**config.mk**
```make
export PLATFORM = sky130hd
export DESIGN_NAME = s20_front_flat
export DESIGN_NICKNAME = d
export VERILOG_FILES = /design/src/rtl/s20_pkg.sv /design/src/rtl/s20_req_if.sv /design/src/rtl/s20_front.sv /design/src/flat_wrapper.sv
export SDC_FILE = /design/constraint.sdc
export NUM_CORES = 1
export LEC_CHECK = 0
export BUFFER_PORTS_ARGS = -buffer_cell sky130_fd_sc_hd__clkbuf_2
export CORE_UTILIZATION = 55
export DETAILED_ROUTE_END_ITERATION = 6
export PLACE_DENSITY = 0.77
export SLEW_MARGIN = 20
export SYNTH_ARGS = -nofsm -noshare
export SYNTH_HDL_FRONTEND = slang
export SYNTH_SLANG_ARGS = --single-unit
```
**constraint.sdc**
```tcl
create_clock -name clock -period 2.8 [get_ports clock]
set_input_delay 0.56 -clock clock [delete_from_list [all_inputs] [get_ports clock]]
set_output_delay 0.56 -clock clock [all_outputs]
set_load 0.03 [all_outputs]
```
**src/rtl/s20_pkg.sv**
```systemverilog
// s20_pkg: shared types and constants for the salsa20 stream cipher
// no dependencies
package s20_pkg;
   localparam int BlockBytes = 64;
   localparam int IdxW = 6;
   localparam int AddrW = 6;

   localparam logic [AddrW-1:0] RegKey0   = 6'd0;
   localparam logic [AddrW-1:0] RegKey1   = 6'd8;
   localparam logic [AddrW-1:0] RegKey2   = 6'd16;
   localparam logic [AddrW-1:0] RegKey3   = 6'd24;
   localparam logic [AddrW-1:0] RegLong   = 6'd32;
   localparam logic [AddrW-1:0] RegNonce  = 6'd40;
   localparam logic [AddrW-1:0] RegStart  = 6'd48;
   localparam logic [AddrW-1:0] RegRounds = 6'd56;

   localparam logic CmdCrypt   = 1'b0;
   localparam logic CmdRestart = 1'b1;

   localparam logic [31:0] Sig1 = 32'h3320646e;
   localparam logic [31:0] Sig2 = 32'h79622d32;
   localparam logic [31:0] Tau1 = 32'h3120646e;
   localparam logic [31:0] Tau2 = 32'h79622d36;
   localparam logic [31:0] Kc0  = 32'h61707865;
   localparam logic [31:0] Kc3  = 32'h6b206574;

   typedef logic [31:0] word_type;
   typedef word_type [15:0] matrix_type;

   // one queued word from the front to the back
   typedef struct packed {
      logic       restart;
      logic [7:0] data;
   } qent_type;

   typedef struct packed {
      logic [63:0] key0;
      logic [63:0] key1;
      logic [63:0] key2;
      logic [63:0] key3;
      logic        long_key;
      logic [63:0] nonce;
      logic [63:0] start;
      logic [4:0]  rounds;
   } cfg_type;

   function automatic word_type rotl(input word_type v, input int s);
      rotl = (v << s) | (v >> (32 - s));
   endfunction

   function automatic matrix_type qr(input matrix_type xi, input int a, input int b,
                                     input int c, input int d);
      matrix_type x;
      x = xi;
      x[b] = x[b] ^ rotl(x[a] + x[d], 7);
      x[c] = x[c] ^ rotl(x[b] + x[a], 9);
      x[d] = x[d] ^ rotl(x[c] + x[b], 13);
      x[a] = x[a] ^ rotl(x[d] + x[c], 18);
      return x;
   endfunction

   // column round then row round
   function automatic matrix_type dround(input matrix_type xi);
      matrix_type x;
      x = xi;
      x = qr(x, 0, 4, 8, 12);
      x = qr(x, 5, 9, 13, 1);
      x = qr(x, 10, 14, 2, 6);
      x = qr(x, 15, 3, 7, 11);
      x = qr(x, 0, 1, 2, 3);
      x = qr(x, 5, 6, 7, 4);
      x = qr(x, 10, 11, 8, 9);
      x = qr(x, 15, 12, 13, 14);
      return x;
   endfunction
endpackage

```
**src/rtl/s20_req_if.sv**
```systemverilog
// s20_req_if: request and response channel interfaces
// depends on nothing
interface s20_req_if;
   logic       valid;
   logic       ready;
   logic       command;
   logic [7:0] data_byte;
   modport source (output valid, command, data_byte, input ready);
   modport sink (input valid, command, data_byte, output ready);
endinterface


```
**src/rtl/s20_front.sv**
```systemverilog
// s20_front: accepts request words and holds them in a short queue
// depends on s20_pkg
module s20_front (
   input  logic               clock,
   input  logic               reset,
   s20_req_if.sink            req,
   output s20_pkg::qent_type  q_data,
   output logic               q_valid,
   input  logic               q_pop
);
   import s20_pkg::*;
   qent_type   mem_ff [4];
   logic [1:0] wp_ff, wp_in, rp_ff, rp_in;
   logic [2:0] cnt_ff, cnt_in;
   logic       push;

   assign req.ready = (cnt_ff != 3'd4);
   assign push = req.valid && req.ready;
   assign q_valid = (cnt_ff != 3'd0);
   assign q_data = mem_ff[rp_ff];

   // pointer and fill count
   always_comb begin
      wp_in = wp_ff + 2'(push);
      rp_in = rp_ff + 2'(q_pop);
      cnt_in = cnt_ff + 3'(push) - 3'(q_pop);
   end

   always_ff @(posedge clock) begin
      if (reset) begin
         wp_ff <= '0;
         rp_ff <= '0;
         cnt_ff <= '0;
      end else begin
         wp_ff <= wp_in;
         rp_ff <= rp_in;
         cnt_ff <= cnt_in;
      end
   end

   always_ff @(posedge clock) begin
      if (push) begin
         mem_ff[wp_ff] <= '{restart: req.command == CmdRestart, data: req.data_byte};
      end
   end
endmodule

```
**src/flat_wrapper.sv**
```systemverilog
// flat-port wrapper written by rule: the top's interface ports become plain ports
module s20_front_flat import s20_pkg::*;
  (clock, reset, q_data, q_valid, q_pop, req_valid, req_command, req_data_byte, req_ready);
  s20_req_if req_i ();
  input  logic clock;
  input  logic reset;
  output s20_pkg::qent_type q_data;
  output logic q_valid;
  input  logic q_pop;
  input wire logic [$bits(req_i.valid)-1:0] req_valid;
  input wire logic [$bits(req_i.command)-1:0] req_command;
  input wire logic [$bits(req_i.data_byte)-1:0] req_data_byte;
  output wire logic [$bits(req_i.ready)-1:0] req_ready;
  assign req_i.valid = req_valid;
  assign req_i.command = req_command;
  assign req_i.data_byte = req_data_byte;
  assign req_ready = req_i.ready;
  s20_front u_core (.clock(clock), .reset(reset), .req(req_i), .q_data(q_data), .q_valid(q_valid), .q_pop(q_pop));
endmodule
```
# Word-level counts from Yosys, hierarchy flattened
# Memories as Yosys holds them, arrays and structs flattened. A register that Yosys moved wholly into a read port is not among the register bits.
# Cells that the tools add are included.
# Widths: inputs -> output; s select.
# totals
wordCells	14
regBits	7
out_inout_bits	11
mem_bits_rw	36
mem_count	1
in_bits	13
# memory_table
name	words	word_bits	rd	rd_ports_with_merged_regs	write_ports	line_no	text
u_core.mem_ff	4	9	1	1	1	s20_front.sv:12	qent_type mem_ff [4];
# op_classes
n_reduce_logical	2
eq_ne	1
add_sub_neg	4
mux	3
# ops
operator	count
$add 2x1->2	2
$add 3x1->3	1
$ne 3x3->1 const B	1
$reduce_bool 3->1	1
$sub 3x1->3	1
$mux 1	2
$mux 2	1
$logic_and 1x1->1	1

# Depth between registers and ports, before layout
# depth
ltp_word	4
ltp_mapped	7
ltp_nobuf	7

# Worst setup path before layout
# OpenSTA, ideal clock, no wires.
# synth_path
kind	input -> register
startpoint	input port req_valid
endpoint	memory u_core.mem_ff[0][0] (netlist name) (enable)
t_arrival_ns	1.586
stages	1
path_buffers	0
t_required_ns	2.397
path_slack_ns	0.812
setup_ns	0.403
path_cell_list	nor4b_1
# synth_between
elab_chain_len	3
# synth_rtl
element	line_no	text
from (decl)	flat_wrapper.sv:10	input wire logic [$bits(req_i.valid)-1:0] req_valid;
$logic_and 1x1->1	s20_front.sv:18	assign push = req.valid && req.ready;
$mux 1	s20_front.sv:42	if (push) begin
$mux 1 (implied by the code)	s20_front.sv:43	mem_ff[wp_ff] <= '{restart: req.command == CmdRestart, data: req.data_byte};
to (decl)	s20_front.sv:12	
# No other way between the ends.

==> flow_summary.yaml <==
critical_path:
  start_kind: "flip-flop"
  worst-r2r-setup-slack_ns: 0.85
  critPathArrivalTime_ns: 1.82
  cp.required_ns: 2.24
  critical_path.endpoint: "q_data[4]"
  r2r_start: "u_core.cnt_ff[2]$_SDFF_PP0_"
  r2r-end: "u_core.cnt_ff[2]$_SDFF_PP0_"
  worstSetupPathType: "reg2out"
  ff2ff_path_depth: 6
  worstPathMaxFanout: 6
  setup.worst_path.start: "u_core.rp_ff[0]$_SDFF_PP0_"
  crit_path_end_kind: "output port"
placement:
  hpwl_um: 1720
  port_buffers: 23
  place_congestion: 0.634
  dp_cells: 137
global_routing:
  globalRouteOverflowTotal: 0
  grt_pass1_wl_um: 4140
  grt_pass1_vias: 871
  grt_max_degree: 15
  grt_antenna_before_repair: 0
  grtUsageTotal: 0.184
floorplan:
  dieArea_um2: 3260
  die_h_um: 57.1
  rows: 19
  start_util: 0.595
  fp.coreArea_um2: 2810
  die_w_um: 57.1
  io_pins: 24
yosys:
  syn_nets: 99
  synth_warnings: 0
  yosysSeqAreaShare: 0.731
  avgSynthCellArea_um2: 20.6
  netlist_instances: 81
  ys_types: 17
  ys_ff_latch: 43
  synth.cell_area_um2: 1670
final_layout:
  layout_common_cells: "36 x edfxtp_1, 23 x clkbuf_2, 9 x mux4_2"
  final_layout_size_suffix_gt1_frac: 0.421
  final_nets: 131
  layout_commonest_cell: "edfxtp_1"
  fin_cells: 145
  diodes: 0
  areaGrowthSynthToFinish_pct: 16.0
flow_run:
  max_cap_violations: 0
min_path:
  hold_class: "in2reg"
timing:
  relSlewSlack: 0.681
  final_hold_viol_count: 0
  min_period_over_period: 0.851
  finalCriticalPeriod_ns: 2.38
  setup_tns_ns: 0
  setup_viol: 0
  clock.fmax_mhz: 420
  rsz0062_at_grt: "false"
  drv_slew: 0
  worstMarginPinSlew_ns: 0.478
  skew_ns: 0.00264
route:
  vias_per_cell: 5.66
  num_vias: 820
  drcViolationCount: 2
  antenna_left: 0
  wl_per_cell_um: 17.0
  dr.first_iter.drc_count: 12
  drt-pass1-iter-count: 6
  wl_um: 2470
clock_network:
  cts_sinks: 43
  cts_resized: 0
  cts_made_buffers: 5
  cts_root_buf: "clkbuf_4"
  clock_latency_ns: 0.35
  htree_levels: 2
  cts_tree: "yes"
  ctsHoldBuffers: 0
  cts_setup_buffers: 0
  clock_path_buffers: 2
  clkTransAtPathRegs_ns: 0.12
status:
  status: "complete, but fails checks"
  failed_checks: "design-rule violations"
pwr:
  p_leak_nw: 0.711
  vdd_drop_max_uv: 551
  power_density_nw_per_um2: 840
==> metrics by stage <==
step	hold slack, ns	utilization	cell area [µm²]	worst slack, ns	total power, mW
2_1_floorplan	0.524	-	1670	0.812	1.13
3_3_place_gp	0.570	0.662	1860	0.795	1.23
3_5_place_dp	0.575	0.662	1860	0.767	1.26
4_1_cts	0.400	0.691	1940	0.358	1.64
5_1_grt	0.410	0.691	1940	0.265	1.71
6_report	0.419	0.691	1940	0.417	1.63
==> layout make-up <==
cell class                 count  area [µm²]
inverter                       5        18.8
tap                           31        38.8
multi-input combinational     31         433
sequential                    43        1220
clock inverter                 3        43.8
fill                         194         867
timing repair buffer          27         145
clock buffer                   5        37.5
==> state kept, by name, indices dropped and copies added, names as in the netlist <==
register,cells
u_core.rp_ff,2
u_core.cnt_ff,3
u_core.mem_ff,36
u_core.wp_ff,2
==> critical path: stages (launching register included) <==
cell	delay, ns
dfxtp_1	0.54
buf_4	0.24
mux4_2	0.50
clkbuf_2	0.19
==> worst min path at each step <==
stage	from	endpoint	slack, ns	depth (start not counted)
2_1_floorplan	u_core.wp_ff[1]$_SDFF_PP0_	u_core.wp_ff[1]$_SDFF_PP0_	0.52	2
3_3_place_gp	u_core.wp_ff[1]$_SDFF_PP0_	u_core.wp_ff[1]$_SDFF_PP0_	0.57	2
3_5_place_dp	u_core.wp_ff[1]$_SDFF_PP0_	u_core.wp_ff[1]$_SDFF_PP0_	0.58	2
4_1_cts	req_data_byte[4]	u_core.mem_ff[1][4]$_DFFE_PP_	0.40	1
5_1_grt	req_data_byte[6]	u_core.mem_ff[0][6]$_DFFE_PP_	0.41	1
6_report	req_data_byte[2]	u_core.mem_ff[3][2]$_DFFE_PP_	0.42	1
==> power breakdown <==
group / internal [mW] / total [mW] / switching (mW)
sequential: 0.783 / 0.832 / 0.0492
clock: 0.188 / 0.384 / 0.196
combinational: 0.182 / 0.411 / 0.229
==> synthesized netlist by cell type <==
| cell | n | area (µm²) |
|---|---|---|
| and4b_1 | 1 | 10.0 |
| buf_2 | 1 | 5.00 |
| buf_6 | 1 | 11.3 |
| dfxtp_1 | 7 | 140 |
| edfxtp_1 | 36 | 1080 |
| fa_1 | 1 | 20.0 |
| ha_1 | 4 | 50.1 |
| inv_1 | 5 | 18.8 |
| mux4_2 | 9 | 203 |
| nor2_1 | 3 | 11.3 |
| nor2b_1 | 5 | 31.3 |
| nor3b_2 | 1 | 12.5 |
| nor4b_1 | 1 | 8.76 |
| nor4bb_1 | 2 | 20.0 |
| or3_1 | 1 | 6.26 |
| xnor2_1 | 2 | 17.5 |
| xor3_1 | 1 | 23.8 |
==> logic make-up (layout without fill, tap and decap cells) <==
family,Yosys count,in the layout,share of synthesized area
DFF,43,43,0.731
and+or+nand+nor,14,14,0.0599
muxes,9,9,0.121
buffers and inverters,7,40,0.0210
adders and majority gates,5,5,0.0419
xor gates and xnor gates,3,3,0.0247
==> routing by layer <==
metal  global-route usage  vias up  share of wire
met2                0.297       27           0.52
met1                0.227      402           0.43
met3               0.0476        7          0.041
li1                     -      384              -
met4                0.108        0          0.016
met5                    0        -              0
Note: power is estimated with default switching activity, not from simulation.
