$ cat src/rtl/s20_pkg.sv
// s20_pkg: shared types and constants for the salsa20 stream cipher
// no dependencies
package s20_pkg;
   localparam int BlockBytes = 64;
   localparam int IdxW = 6;
   localparam int AddrW = 6;

   localparam logic [AddrW-1:0] RegKey0   = 6'd0;
   localparam logic [AddrW-1:0] RegKey1   = 6'd8;
   localparam logic [AddrW-1:0] RegKey2   = 6'd16;
   localparam logic [AddrW-1:0] RegKey3   = 6'd24;
   localparam logic [AddrW-1:0] RegLong   = 6'd32;
   localparam logic [AddrW-1:0] RegNonce  = 6'd40;
   localparam logic [AddrW-1:0] RegStart  = 6'd48;
   localparam logic [AddrW-1:0] RegRounds = 6'd56;

   localparam logic CmdCrypt   = 1'b0;
   localparam logic CmdRestart = 1'b1;

   localparam logic [31:0] Sig1 = 32'h3320646e;
   localparam logic [31:0] Sig2 = 32'h79622d32;
   localparam logic [31:0] Tau1 = 32'h3120646e;
   localparam logic [31:0] Tau2 = 32'h79622d36;
   localparam logic [31:0] Kc0  = 32'h61707865;
   localparam logic [31:0] Kc3  = 32'h6b206574;

   typedef logic [31:0] word_type;
   typedef word_type [15:0] matrix_type;

   // one queued word from the front to the back
   typedef struct packed {
      logic       restart;
      logic [7:0] data;
   } qent_type;

   typedef struct packed {
      logic [63:0] key0;
      logic [63:0] key1;
      logic [63:0] key2;
      logic [63:0] key3;
      logic        long_key;
      logic [63:0] nonce;
      logic [63:0] start;
      logic [4:0]  rounds;
   } cfg_type;

   function automatic word_type rotl(input word_type v, input int s);
      rotl = (v << s) | (v >> (32 - s));
   endfunction

   function automatic matrix_type qr(input matrix_type xi, input int a, input int b,
                                     input int c, input int d);
      matrix_type x;
      x = xi;
      x[b] = x[b] ^ rotl(x[a] + x[d], 7);
      x[c] = x[c] ^ rotl(x[b] + x[a], 9);
      x[d] = x[d] ^ rotl(x[c] + x[b], 13);
      x[a] = x[a] ^ rotl(x[d] + x[c], 18);
      return x;
   endfunction

   // column round then row round
   function automatic matrix_type dround(input matrix_type xi);
      matrix_type x;
      x = xi;
      x = qr(x, 0, 4, 8, 12);
      x = qr(x, 5, 9, 13, 1);
      x = qr(x, 10, 14, 2, 6);
      x = qr(x, 15, 3, 7, 11);
      x = qr(x, 0, 1, 2, 3);
      x = qr(x, 5, 6, 7, 4);
      x = qr(x, 10, 11, 8, 9);
      x = qr(x, 15, 12, 13, 14);
      return x;
   endfunction
endpackage

$ cat src/rtl/s20_csr.sv
// s20_csr: configuration registers behind the csr port
// depends on s20_pkg
module s20_csr (
   input  logic                   clock,
   input  logic                   reset,
   input  logic                   csr_psel,
   input  logic                   csr_penable,
   input  logic                   csr_pwrite,
   input  logic [s20_pkg::AddrW-1:0] csr_paddr,
   input  logic [63:0]            csr_pwdata,
   output logic [63:0]            csr_prdata,
   output logic                   csr_pready,
   output s20_pkg::cfg_type       cfg
);
   import s20_pkg::*;
   cfg_type cfg_ff;
   logic    we;

   assign cfg = cfg_ff;
   assign csr_pready = 1'b1;
   assign we = csr_psel && csr_penable && csr_pwrite;

   // readback
   always_comb begin
      unique case (csr_paddr)
         RegKey0:   csr_prdata = cfg_ff.key0;
         RegKey1:   csr_prdata = cfg_ff.key1;
         RegKey2:   csr_prdata = cfg_ff.key2;
         RegKey3:   csr_prdata = cfg_ff.key3;
         RegLong:   csr_prdata = 64'(cfg_ff.long_key);
         RegNonce:  csr_prdata = cfg_ff.nonce;
         RegStart:  csr_prdata = cfg_ff.start;
         RegRounds: csr_prdata = 64'(cfg_ff.rounds);
         default:   csr_prdata = '0;
      endcase
   end

   always_ff @(posedge clock) begin
      if (reset) begin
         cfg_ff <= '{key0: '0, key1: '0, key2: '0, key3: '0, long_key: 1'b1,
                     nonce: '0, start: '0, rounds: 5'd20};
      end else if (we) begin
         unique case (csr_paddr)
            RegKey0:   cfg_ff.key0 <= csr_pwdata;
            RegKey1:   cfg_ff.key1 <= csr_pwdata;
            RegKey2:   cfg_ff.key2 <= csr_pwdata;
            RegKey3:   cfg_ff.key3 <= csr_pwdata;
            RegLong:   cfg_ff.long_key <= csr_pwdata[0];
            RegNonce:  cfg_ff.nonce <= csr_pwdata;
            RegStart:  cfg_ff.start <= csr_pwdata;
            RegRounds: cfg_ff.rounds <= csr_pwdata[4:0];
            default:   ;
         endcase
      end
   end
endmodule

$ cat config.mk
export PLATFORM = sky130hd
export DESIGN_NAME = s20_csr
export DESIGN_NICKNAME = d
export VERILOG_FILES = /design/src/rtl/s20_pkg.sv /design/src/rtl/s20_csr.sv
export SDC_FILE = /design/constraint.sdc
export NUM_CORES = 1
export LEC_CHECK = 0
export BUFFER_PORTS_ARGS = -buffer_cell sky130_fd_sc_hd__buf_2
export CAP_MARGIN = 20
export CORE_AREA = 2 2 209 211
export CTS_BUF_LIST = sky130_fd_sc_hd__clkbuf_16
export DETAILED_ROUTE_END_ITERATION = 7
export DIE_AREA = 0 0 211 213
export GPL_TIMING_DRIVEN = 0
export MAX_ROUTING_LAYER = met4
export SLEW_MARGIN = 25
export SYNTH_ARGS = -nofsm -noshare
export SYNTH_HDL_FRONTEND = slang
export SYNTH_SLANG_ARGS = --single-unit
$ cat constraint.sdc
create_clock -name clock -period 2.3 [get_ports clock]
set_input_delay 0.115 -clock clock [delete_from_list [all_inputs] [get_ports clock]]
set_output_delay 0.115 -clock clock [all_outputs]
set_load 0.1 [all_outputs]
-- After elaboration in Yosys (flattened, before gate mapping)
Index checks and enable logic that the tools add are counted.
- flip-flop bits (word level): 390
- input bits: 75
- output and inout bits: 455
- word-level logic and storage cells: 27
- eq/ne operators: 7
- multiplexer cells: 1
- reductions and logical operators: 11
- operators with widths (kind ; count):
    64-bit case mux with 8 select lines ; 1
    6-bit equality test, second input constant ; 4
    2-bit AND reduction ; 8
    6-bit by 5-bit equality test with 1-bit output, second input constant ; 2
    6-bit by 4-bit equality test with 1-bit output, second input constant ; 1
    6-bit logical NOT ; 1
    1-bit logical AND ; 2

-- Longest topological paths before layout
Gate-level depths: netlist of run 1.
- depth after elaboration: 3
- gate-level depth with buffers: 7
- gate-level depth less buffers: 4

-- Least setup slack after synthesis of run 1
No wires, ideal clock.
- kind: input-to-output
- start: input csr_paddr[1] (netlist bit)
- end: output csr_prdata[0]
- arrival: 2.224 ns
- required time: 2.185 ns
- path slack: -0.039 ns
- stages on the path: 6
- path buffers: 2
- path through: or4_1 -> buf_6 -> nor2_2 -> clkbuf_1 -> nand2_1 -> nand4_1
- longest elaborated chain between the ends: 2
- elaborated cells on any way between the ends: 9
- classes of those cells: 7 x eq/ne; 1 x mux; 1 x reduce/logical
- RTL lines (item ; RTL line ; source):
    from (decl) ; s20_csr.sv:9 ; input logic [s20_pkg::AddrW-1:0] csr_paddr,
    6-bit equality test (tied with other cells) ; s20_csr.sv:25 ; unique case (csr_paddr)
    64-bit case mux with 8 select lines (*) ; s20_csr.sv:25 ;
    to (decl) ; s20_csr.sv:11 ; output logic [63:0] csr_prdata,
Mark *: on every way between the ends. The rest lies on a longest branch, timed or not.

-- Worst setup path after layout of run 1
- start: input csr_paddr[1] (netlist bit)
- end: output csr_prdata[11]
Same word-level chain as after synthesis.

==> results.yml, run 1 <==
floorplan:
  dieArea_um2: 44900
  io_pins: 530
  start_util: 0.368
  coreArea_um2: 42700
  rows: 76
  die_w_um: 211
  die_h_um: 213
power:
  ir_drop_mv: 0.375
  powerDensity_nw_per_um2: 645
  fin_total_pwr_mw: 14.0
  leakage_nw: 9.27
sta:
  rsz0062_at_grt: "true"
  finalHoldViolations: 0
  timing.final.ws_setup_ns: 0.0329
  drv_slew: 0
  max_freq_mhz: 441
  fin_crit_ns: 2.27
  skew_ns: 0
  layout_worst_path_cycle_share: 0.986
  slew_headroom: 0.361
  finalSetupViolations: 0
  tightest_slew_ns: 0.959
clock_network:
  cts.htree.levels: 2
  numCtsBuffers: 43
  clock_path_buffers: 3
  cts.clk_slew.worst_paths_ns: 0.05
  cts_root_buf: "clkbuf_16"
  clk_latency_ns: 0.56
  cts_tree: "built"
  clock-sinks: 390
finish:
  drive_gt1_frac: 0.281
  area_growth_pct: 37.9
  nNetsFinal: 2748
  largest_register_ffs: 390
global_route:
  grt_pass1_vias: 16700
  grt_pass1_wl_um: 112000
  grt_usage: 0.348
  grt_max_degree: 14
  antenna_found_initial: 9
  overflow: 0
yosys:
  synth_cells: 2029
  synth_enable_flop_cells: 0
  syn-num-nets: 2104
  ys_top_cells_by_count: "nand2_1 (773), dfxtp_1 (390), a21oi_1 (380)"
  ys_seq_area_frac: 0.497
  synth.top_cell.area_share: 0.497
  synth-seq-cells: 390
  async_reset_ff_frac: 0
  yosysWarnings: 0
  synth_most_common_cell: "nand2_1"
  ys.flop_type: "dfxtp_1"
  synthTopCellsByArea: "dfxtp_1 (50%), nand2_1 (18%), a21oi_1 (12%)"
  syn-cell-area_um2: 15700
  synth_area_leader_cell: "dfxtp_1"
  synth_cell_types: 34
  avgSynthCellArea_um2: 7.74
critical_path:
  path_cells: "buf_2 -> or4_1 -> buf_6 -> nor2_4 -> buf_4 -> clkbuf_4 -> a22oi_1 -> nand3_2 -> buf_4"
  worst-setup-path-type: "input port to primary output"
  path_delay_family: "buffers and inverters"
  worstPathRequired_ns: 2.18
  crit_path_end_kind: "primary output"
  crit_path_start_kind: "input port"
  crit_slowest_cell: "or4_1"
  crit_arrival_ns: 2.15
  path_max_fanout: 10
  r2r_setup_slack_ns: 1.52
  max_stage_delay_ns: 0.55
  cpMostUsedCell: "buf_4"
  critPathBufInv: 5
route:
  drtIter0Drc: 1524
  wl_per_cell_um: 24.1
  viasPerCell: 5.54
  num_vias: 18100
  ant_nets: 0
  routed_wl_um: 78600
  drt_pass1_iterations: 7
  drc: 0
job:
  drv_cap: 0
placement:
  dp_hpwl_um: 56700
  gp_congestion: 0.928
  portBuffers: 526
  dp_slack_ns: -1.05
run_status:
  outcome: "finished, final reports clean"
worst_hold_path:
  hp-class: "input port to flop"
[per-layer routing]
metal | part of all wire | GRT usage | wire length [um]
met5 | 0 | - | 0
met4 | 0.039 | 0.147 | 3080
met3 | 0.090 | 0.0682 | 7100
met2 | 0.47 | 0.547 | 36600
met1 | 0.40 | 0.437 | 31800
[kinds of logic after synthesis]
group / count (synthesis) / share of synthesized area
mux: 8 / 0.00518
compound gates: 579 / 0.216
simple gates: 884 / 0.225
other cells: 1 / 0.000239
buf+inv: 167 / 0.0562
flops: 390 / 0.497
[where the power goes]
part / internal, mW / leakage [nW] / total [mW] / switching (mW)
logic: 0.182 / 5.47 / 0.666 / 0.484
registers: 6.76 / 3.14 / 6.77 / 0.00817
clock network: 3.64 / 0.657 / 6.53 / 2.89
[worst register-to-register path: cells and delay by family (launching register included)]
kind	cells	cell delay [ns]
DFF	1	0.45
AOI/OAI and AO/OA	1	0.17
and+or+nand+nor	1	0.08
[cells in the final DEF (no fill, tap or decap), types with 3 or more instances in the layout]
master         Yosys  routed
a21oi_1          380     380
a21oi_2            6       6
a22oi_1          187     187
and2_1             3       3
and3_1             4       4
buf_2             42     497
buf_4              2      70
buf_6             26      37
clkbuf_1          89      70
clkbuf_16          0      45
clkbuf_2           0       9
clkbuf_4           0      14
clkinv_1           0      11
clkinv_2           0      13
dfxtp_1          390     390
diode_2            0       8
dlygate4sd3_1      0      64
inv_1              0       3
mux2i_1            7       7
nand2_1          773     773
nand3_1           72      23
nand3_2            0      49
nor2_1             8       7
nor2_4             0       3
nor3_1             3       3
nor3_4             3       3
o21ai_0            4       4
[through the flow]
| stage | cells | hold slack (ns) | cell area [um2] | utilization | setup TNS [ns] |
|---|---|---|---|---|---|
| after floorplan | 2029 | 0.251 | 16000 | - | 0 |
| after global placement | 3101 | 0.412 | 19300 | 0.451 | -107.96 |
| after detailed placement | 3102 | 0.414 | 19300 | 0.452 | -112.75 |
| after CTS | 3250 | 0.000139 | 21600 | 0.506 | 0 |
| after global routing | 3257 | 0.100 | 21700 | 0.507 | -0.00573 |
| final | 3258 | 0.0241 | 21700 | 0.507 | 0 |
[layout make-up]
cell class,instances,area [um2]
Timing Repair Buffer,599,3580
Clock buffer,45,1130
Tap cell,546,683
Fill cell,4169,21000
Buffer,167,978
Sequential cell,390,7810
Antenna cell,8,20.0
Multi-Input combinational cell,1472,7300
Clock inverter,31,171
[timing repair]
item / 4_1_cts / 5_1_grt
endpoints found under the setup margin: 64 / 63
pin swaps: 3 / 0
buffers inserted: 8 / 0
hold endpoints to repair: 390 / 0
resized for setup: 131 / 22
hold buffers: 64 / 0
[path summary, 6_finish.rpt]
check | cells past startpoint | to | from
worst min-delay path | 5 | cfg[133] | csr_paddr[4]
worst min register to register | 2 | cfg[224] | cfg[224]
worst max-delay path | 9 | csr_prdata[11] | csr_paddr[1]
worst max register to register | 2 | cfg[121] | cfg[121]
Power figures use the tool's default switching activity.
==> run 2, diff against run 1 <==
- ABC_AREA: not set -> 1
- CORE_AREA: 2 2 209 211 -> 2 2 203 205
- CTS_BUF_LIST: sky130_fd_sc_hd__clkbuf_16 -> not set
- DIE_AREA: 0 0 211 213 -> 0 0 205 207
- PLACE_DENSITY: not set -> 0.73
==> results.yml, run 2 <==
yosys:
  synth_area_leader_cell: "dfxtp_1"
  synth_cells: 3014
  synth-seq-cells: 390
  synth_most_common_cell: "nor2_1"
  yosysWarnings: 0
  ys.flop_type: "dfxtp_1"
  ys_seq_area_frac: 0.415
  ys_top_cells_by_count: "nor2_1 (916), nand2_1 (847), dfxtp_1 (390)"
  syn-num-nets: 3089
  synth_enable_flop_cells: 0
  async_reset_ff_frac: 0
  synthTopCellsByArea: "dfxtp_1 (42%), nor2_1 (18%), nand2_1 (17%)"
  synth_cell_types: 20
  avgSynthCellArea_um2: 6.24
  syn-cell-area_um2: 18800
  synth.top_cell.area_share: 0.415
critical_path:
  crit_arrival_ns: 2.17
  worst-setup-path-type: "input port to primary output"
  r2r_setup_slack_ns: 1.48
  crit_path_end_kind: "primary output"
  path_max_fanout: 10
  crit_path_start_kind: "input port"
  path_cells: "buf_2 -> nor2_4 -> buf_1 -> nand3_1 -> nand2_1 -> nor2_1 -> nand2_1 -> buf_2"
  crit_slowest_cell: "buf_1"
  path_delay_family: "buffers and inverters"
  worstPathRequired_ns: 2.18
  r2r-start: "cfg[103]"
  max_stage_delay_ns: 0.83
  critPathBufInv: 3
  r2r-end: "cfg[103]"
  rr_worst_depth: 2
finish:
  largest_register_ffs: 390
  multi_input_area_um2: 9470
  regArea_um2: 7810
  final_common_cell: "nor2_1"
  nFillCells: 4079
  area_growth_pct: 30.6
  drive_gt1_frac: 0.205
  nNetsFinal: 3731
  layout_common_cells: "nor2_1 (914), nand2_1 (847), buf_2 (563)"
placement:
  dp_hpwl_um: 67500
  gp_congestion: 0.964
  portBuffers: 528
sta:
  tightest_slew_ns: 1.09
  skew_ns: 0
  layout_worst_path_cycle_share: 0.995
  fin_setup_tns_ns: 0
  max_freq_mhz: 437
  fin_crit_ns: 2.29
  finalHoldViolations: 0
  slew_headroom: 0.276
  drv_slew: 0
  finalSetupViolations: 0
global_route:
  grt_pass1_wl_um: 135000
  grt_pass1_vias: 21100
  antenna_found_initial: 3
  grt_usage: 0.441
  grt_max_degree: 14
  overflow: 0
power:
  fin_total_pwr_mw: 15.7
  leakage_nw: 12.5
  powerDensity_nw_per_um2: 638
  ir_drop_mv: 0.506
clock_network:
  numCtsBuffers: 44
  clock_path_buffers: 3
  cts_tree: "built"
  clk_latency_ns: 0.59
  cts.clk_slew.worst_paths_ns: 0.06
  cts.htree.levels: 2
  cts_root_buf: "clkbuf_16"
  clock-sinks: 390
worst_hold_path:
  min_to: "cfg[208]"
  hp-class: "input port to flop"
  hold_path.startpoint: "csr_pwdata[10]"
  holdPathStages: 5
route:
  drtIter0Drc: 2818
  drc: 1
  drt_pass1_iterations: 8
  num_vias: 23500
  wl_per_cell_um: 22.2
  ant_nets: 0
  routed_wl_um: 94000
  viasPerCell: 5.56
floorplan:
  coreArea_um2: 40400
  start_util: 0.466
  die_h_um: 207
  dieArea_um2: 42400
  rows: 74
  die_w_um: 205
  io_pins: 530
job:
  drv_cap: 0
run_status:
  outcome: "finished with violations"
  violations: "design-rule violations"
==> run 2: cell count changes in the layout (fill, tap and decap cells not counted), sizes merged, moves of 30 or more <==
cell	before	now
a21oi	386	58
inv	3	136
nand3	72	123
nand2	773	849
buf	609	670
a22oi	187	0
clkbuf	138	168
nor2	10	921
nand4	1	292
==> run 2: worst max-delay path by stage <==
| stage | start | endpoint | slack [ns] | cells past startpoint |
|---|---|---|---|---|
| 2_1_floorplan | cfg[296] | csr_prdata[34] | 0.29 | 3 |
| 3_3_place_gp | csr_paddr[1] | csr_prdata[52] | -0.77 | 8 |
| 3_5_place_dp | csr_paddr[1] | csr_prdata[13] | -0.76 | 8 |
| 4_1_cts | csr_paddr[2] | csr_prdata[53] | 0.007 | 11 |
| 5_1_grt | csr_paddr[0] | csr_prdata[31] | -0.05 | 10 |
| 6_report | csr_paddr[5] | csr_prdata[36] | 0.01 | 8 |
==> run 2: where the power goes <==
part | switching, mW | leakage, nW | internal, mW
logic | 1.03 | 8.64 | 0.305
clock network | 3.07 | 0.747 | 4.47
registers | 0.0143 | 3.14 | 6.77
total | 4.11 | 12.5 | 11.5
==> run 2: timing repair <==
| action | in CTS | in global routing |
|---|---|---|
| endpoints found under the hold margin | 213 | 0 |
| endpoints found under the setup margin | 64 | 64 |
| pin swaps | 0 | 2 |
| buffers inserted | 1 | 5 |
| gates resized for setup | 80 | 41 |
| hold buffers | 62 | 0 |
==> run 2: cells by family after synthesis <==
| group | share of synthesized area |
|---|---|
| other | 0.000199 |
| AOI/OAI and AO/OA | 0.0154 |
| buffers and inverters | 0.0820 |
| DFF | 0.415 |
| and+or+nand+nor | 0.487 |
==> run 2: worst register-to-register path: cells and delay by family (launching register included) <==
family	cells	cell delay, ns
simple gates	2	0.19
flops	1	0.57
==> run 2: per-layer routing <==
layer	vias up	track usage	wire [um]
li1	10800	-	-
met1	10700	0.525	34900
met2	1633	0.686	42300
met3	340	0.103	10900
met4	0	0.243	5970
met5	-	-	0
==> run 2: layout make-up <==
type | instances | area share
Buffer | 240 | 0.0454
Clock buffer | 64 | 0.0528
Inverter | 136 | 0.0208
Sequential cell | 390 | 0.318
Tap cell | 532 | 0.0271
Antenna cell | 4 | 0.000408
Clock inverter | 16 | 0.00861
Timing Repair Buffer | 596 | 0.141
Multi-Input combinational cell | 2248 | 0.386
==> run 2: per-stage QoR <==
step	instances	area [um2]	utilization	setup WS (ns)	hold slack, ns
after floorplan	3014	18800	-	0.285	0.269
after global placement	4074	22100	0.548	-0.769	0.374
after detailed placement	4074	22100	0.548	-0.758	0.380
after CTS	4217	24400	0.605	0.00710	0.00290
after global routing	4225	24500	0.608	-0.0549	0.0301
final	4226	24600	0.608	0.0126	0.0286
